===== src/rtl/core/pled_pkg.sv =====
// pled_pkg: shared types and constants of the parabola lower envelope block.
// Used by every module under rtl/core except pled_ram; depends on nothing.
`timescale 1ns / 1ps
`default_nettype none
package pled_pkg;

  localparam int POS_W  = 16;
  localparam int COST_W = 32;
  localparam int QPOS_W = 24;
  localparam int DIST_W = 50;
  localparam int BP_W   = 41;
  localparam int NUM_W  = 33;
  localparam int DEN_W  = 17;
  localparam int CNT_W  = 6;
  localparam int ENT_W  = POS_W + COST_W;

  typedef enum logic [1:0] {
    ST_OK       = 2'd0,
    ST_NO_SITES = 2'd1,
    ST_ORDER    = 2'd2
  } status_t;

  typedef enum logic {
    REQ_SITE  = 1'b0,
    REQ_QUERY = 1'b1
  } req_t;

  typedef enum logic [1:0] {
    OP_SITE_START = 2'd0,
    OP_SITE_ADD   = 2'd1,
    OP_QUERY      = 2'd2
  } op_t;

  typedef enum logic [3:0] {
    S_IDLE,
    S_DECODE,
    S_SITE_RD,
    S_SITE_GO,
    S_SITE_DIV,
    S_Q_RD,
    S_Q_CMP,
    S_Q_MUL,
    S_Q_ADD,
    S_OUT
  } eng_state_t;

  typedef struct packed {
    logic                     req_type;
    logic                     start_set;
    logic [POS_W-1:0]         site_pos;
    logic signed [COST_W-1:0] site_cost;
    logic [QPOS_W-1:0]        query_pos;
  } in_item_t;

  typedef struct packed {
    logic signed [DIST_W-1:0] distance;
    status_t                  status;
  } out_item_t;

  typedef struct packed {
    op_t      op;
    in_item_t item;
  } q_ent_t;

endpackage
`default_nettype wire


===== src/rtl/core/pled_front.sv =====
// pled_front: accepts input beats, classifies them and holds them in a two-entry queue.
// Depends on pled_pkg.
`timescale 1ns / 1ps
`default_nettype none
module pled_front import pled_pkg::*; (
  input  wire logic     clk,
  input  wire logic     rst_n,
  input  wire logic     in_valid,
  output logic          in_stall,
  input  wire in_item_t in_data,
  output logic          q_valid,
  output q_ent_t        q_ent,
  input  wire logic     q_pop
);

  q_ent_t     ent_r [2];
  logic       wp_r, wp_nxt, rp_r, rp_nxt;
  logic [1:0] cnt_r, cnt_nxt;
  logic       push;
  q_ent_t     new_ent;

  assign in_stall = (cnt_r == 2'd2);
  assign push     = in_valid && !in_stall;
  assign q_valid  = (cnt_r != 2'd0);
  assign q_ent    = ent_r[rp_r];

  always_comb begin
    new_ent.item = in_data;
    priority if (in_data.req_type == REQ_QUERY) begin
      new_ent.op = OP_QUERY;
    end else if (in_data.start_set) begin
      new_ent.op = OP_SITE_START;
    end else begin
      new_ent.op = OP_SITE_ADD;
    end
    wp_nxt  = push ? !wp_r : wp_r;
    rp_nxt  = q_pop ? !rp_r : rp_r;
    cnt_nxt = cnt_r + {1'b0, push} - {1'b0, q_pop};
  end

  always_ff @(posedge clk) begin
    if (!rst_n) begin
      wp_r  <= 1'b0;
      rp_r  <= 1'b0;
      cnt_r <= 2'd0;
    end else begin
      wp_r  <= wp_nxt;
      rp_r  <= rp_nxt;
      cnt_r <= cnt_nxt;
    end
  end

  always_ff @(posedge clk) begin
    if (push) begin
      ent_r[wp_r] <= new_ent;
    end
  end

endmodule
`default_nettype wire


===== config.mk =====
export PLATFORM = sky130hd
export DESIGN_NAME = pled_front
export DESIGN_NICKNAME = d
export VERILOG_FILES = /design/src/rtl/core/pled_pkg.sv /design/src/rtl/core/pled_front.sv
export SDC_FILE = /design/constraint.sdc
export NUM_CORES = 1
export LEC_CHECK = 0
export ABC_AREA = 1
export BUFFER_PORTS_ARGS = -buffer_cell sky130_fd_sc_hd__buf_2
export CORE_MARGIN = 3
export CORE_UTILIZATION = 28
export CTS_BUF_LIST = sky130_fd_sc_hd__clkbuf_4
export CTS_CLUSTER_DIAMETER = 40
export DETAILED_ROUTE_END_ITERATION = 10
export HOLD_SLACK_MARGIN = 0.03
export PLACE_DENSITY_LB_ADDON = 0.1
export SYNTH_ARGS = -nofsm -noshare
export SYNTH_HDL_FRONTEND = slang
export SYNTH_SLANG_ARGS = --single-unit

===== constraint.sdc =====
create_clock -name clk -period 7.19 [get_ports clk]
set_input_delay 0.719 -clock clk [delete_from_list [all_inputs] [get_ports clk]]
set_output_delay 0.719 -clock clk [all_outputs]
set_load 0.05 [all_outputs]

==> results.json <==
{
  "status": "completed",
  "end_kind": "primary output",
  "fin_skew_ps": 13.3,
  "finalSetupTns_ps": 0,
  "row_count": 52,
  "grt_overflow": 0,
  "fillers": 1999,
  "pin_count": 156,
  "htree_levels": 4,
  "rsz0062_at_grt": "no",
  "cp_cell_sequence": "buf_4, mux2_2, buf_2",
  "power_density_nw_per_um2": 289,
  "slowest_delay_ps": 770,
  "num_antenna_cells": 0,
  "antenna_found_initial": 1,
  "die_height_um": 151,
  "ys_seq_area_frac": 0.786,
  "fin_crit_sh": 0.468,
  "syn_avg_cell_area_um2": 21.7,
  "postLayoutCoreUtil": 0.353,
  "drtPass1Iterations": 4,
  "place_area_um2": 6920,
  "syn_inst": 270,
  "syn_area_um2": 5860,
  "gp_congestion": 0.688,
  "whs_endpoint": "ent_r[0][31]",
  "clock-sinks": 155,
  "io_buffers": 155,
  "worstHoldPathCells": 1,
  "synthFlopType": "edfxtp_1",
  "syn-num-nets": 350,
  "min_from": "in_data[31]",
  "power_mw": 2.08,
  "grt_usage": 0.101,
  "grt_max_degree": 60,
  "nNetsFinal": 518,
  "vdd_ir_drop_max_v": 0.000114,
  "worstPathMaxFanout": 38,
  "reg2reg_from": "cnt_r[0]",
  "fmax_mhz": 297,
  "via_per_inst": 4.10,
  "yosys_register_bits": 155,
  "min_path_type": "input port to register",
  "synth-edff-count": 150,
  "leakage_nw": 2.81,
  "cp.required_ps": 6470,
  "tightest_slew_ps": 860,
  "initialDrtViolationCount": 89,
  "grt_pass1_wl_mm": 16.9,
  "worst_setup_path_start_kind": "register",
  "yosysUniqueCellTypes": 13,
  "final_common_cell": "buf_2",
  "cts_tree": "yes",
  "vias": 2956,
  "first_global_vias": 3225,
  "path_class": "register to primary output",
  "wl_per_cell_um": 16.0,
  "drive_above_1_share": 0.588,
  "slew_headroom": 0.427,
  "die_x_um": 151,
  "start_util": 0.287,
  "ys_warn_count": 0,
  "dp_hpwl_mm": 7.33,
  "cp.arrival_ps": 2650,
  "ctsHoldBuffers": 0,
  "syn_to_final_growth_pct": 23.2,
  "slew_violations": 0,
  "postCtsSetupBuffers": 0,
  "routed_wl_mm": 11.5,
  "slowest_stage": "dfxtp_4",
  "layout_common_cells": "155 x buf_2, 150 x edfxtp_1, 50 x mux2_4",
  "async_reset_ff_frac": 0,
  "rr_endpoint": "ent_r[0][46]",
  "worst-r2r-cell-count": 5,
  "finalHoldViolCount": 0,
  "clk_pin_slew_ps": 130,
  "r2r_slack_ps": 4900,
  "finalSetupViolations": 0,
  "design_area_um2": 7220,
  "cts_buffers": 17,
  "cts_buffer_depth": 2,
  "cts-root-buf": "clkbuf_4",
  "core_um2": 20400,
  "ant_nets": 0,
  "clk_latency_ps": 530,
  "maxCapViolCount": 0,
  "cts_resized": 0,
  "period_minus_slack_ps": 3370,
  "die_area_um2": 22700,
  "drc": 0
}
## per-stage QoR
step / std cells / setup slack, ps / hold WS, ps
after global placement: 689 / 4280 / 479
after detailed placement: 689 / 4280 / 489
final: 721 / 3820 / 359
after CTS: 721 / 3650 / 285
after global routing: 721 / 3580 / 271
after floorplan: 270 / 2760 / 463
## worst max-delay path: cells and delay by family (launching register included)
family | cells | cell delay [ps]
flops | 1 | 770
mux | 1 | 410
buf+inv | 2 | 900
## state kept, by name, indices dropped and copies added, names as in the netlist, named ones only
name / flops
wp_r: 1
cnt_r: 2
rp_r: 1
ent_r: 150
## layer usage
layer	up-vias	wire length [µm]	GRT usage
met5	-	13	0
met4	2	142	0.0422
met3	12	949	0.0458
met2	101	5690	0.167
met1	1456	4720	0.114
li1	1385	-	-
## cell families (layout without fill, tap and decap cells)
group,Yosys count,count (layout),share of synthesized area
AOI/OAI and AO/OA,2,2,0.00171
buffers and inverters,17,198,0.0196
adders and majority gates,2,2,0.00427
and+or+nand+nor,19,19,0.0126
DFF,155,155,0.786
muxes,75,75,0.176
## worst max path at each step
| stage | end | slack (ps) | cells after the start |
|---|---|---|---|
| after floorplan | ent_r[0][0] | 2760 | 2 |
| after global placement | q_ent[9] | 4280 | 3 |
| after detailed placement | q_ent[9] | 4280 | 3 |
| after CTS | q_ent[9] | 3650 | 3 |
| after global routing | q_ent[9] | 3580 | 3 |
| final | q_ent[1] | 3820 | 3 |
## synth_stat cells (2+ instances only)
library cell | number | area, µm²
edfxtp_1 | 150 | 4500
nand2_1 | 10 | 37.5
nor2_1 | 7 | 26.3
a21oi_1 | 2 | 10.0
nand3_1 | 2 | 10.0
ha_1 | 2 | 25.0
buf_2 | 2 | 10.0
inv_1 | 8 | 30.0
dfxtp_1 | 5 | 100
mux2_4 | 50 | 751
mux2_2 | 25 | 282
buf_6 | 6 | 67.6
## where the power goes
| group | switching (mW) | total (mW) | internal [mW] |
|---|---|---|---|
| Sequential | 0.0245 | 1.11 | 1.08 |
| Combinational | 0.306 | 0.431 | 0.126 |
| Clock | 0.301 | 0.547 | 0.246 |
## area by class of cell
| cell class | count | area, µm² | share of cell area |
|---|---|---|---|
| repair buffers | 158 | 798 | 0.111 |
| inverters | 8 | 31.3 | 0.00433 |
| clock buffers | 19 | 143 | 0.0198 |
| multi-input cells | 98 | 1150 | 0.159 |
| clock inverters | 13 | 151 | 0.0210 |
| well taps | 270 | 338 | 0.0468 |
| flip-flops and latches | 155 | 4610 | 0.638 |
No activity file was read; power rests on OpenSTA's default activity.
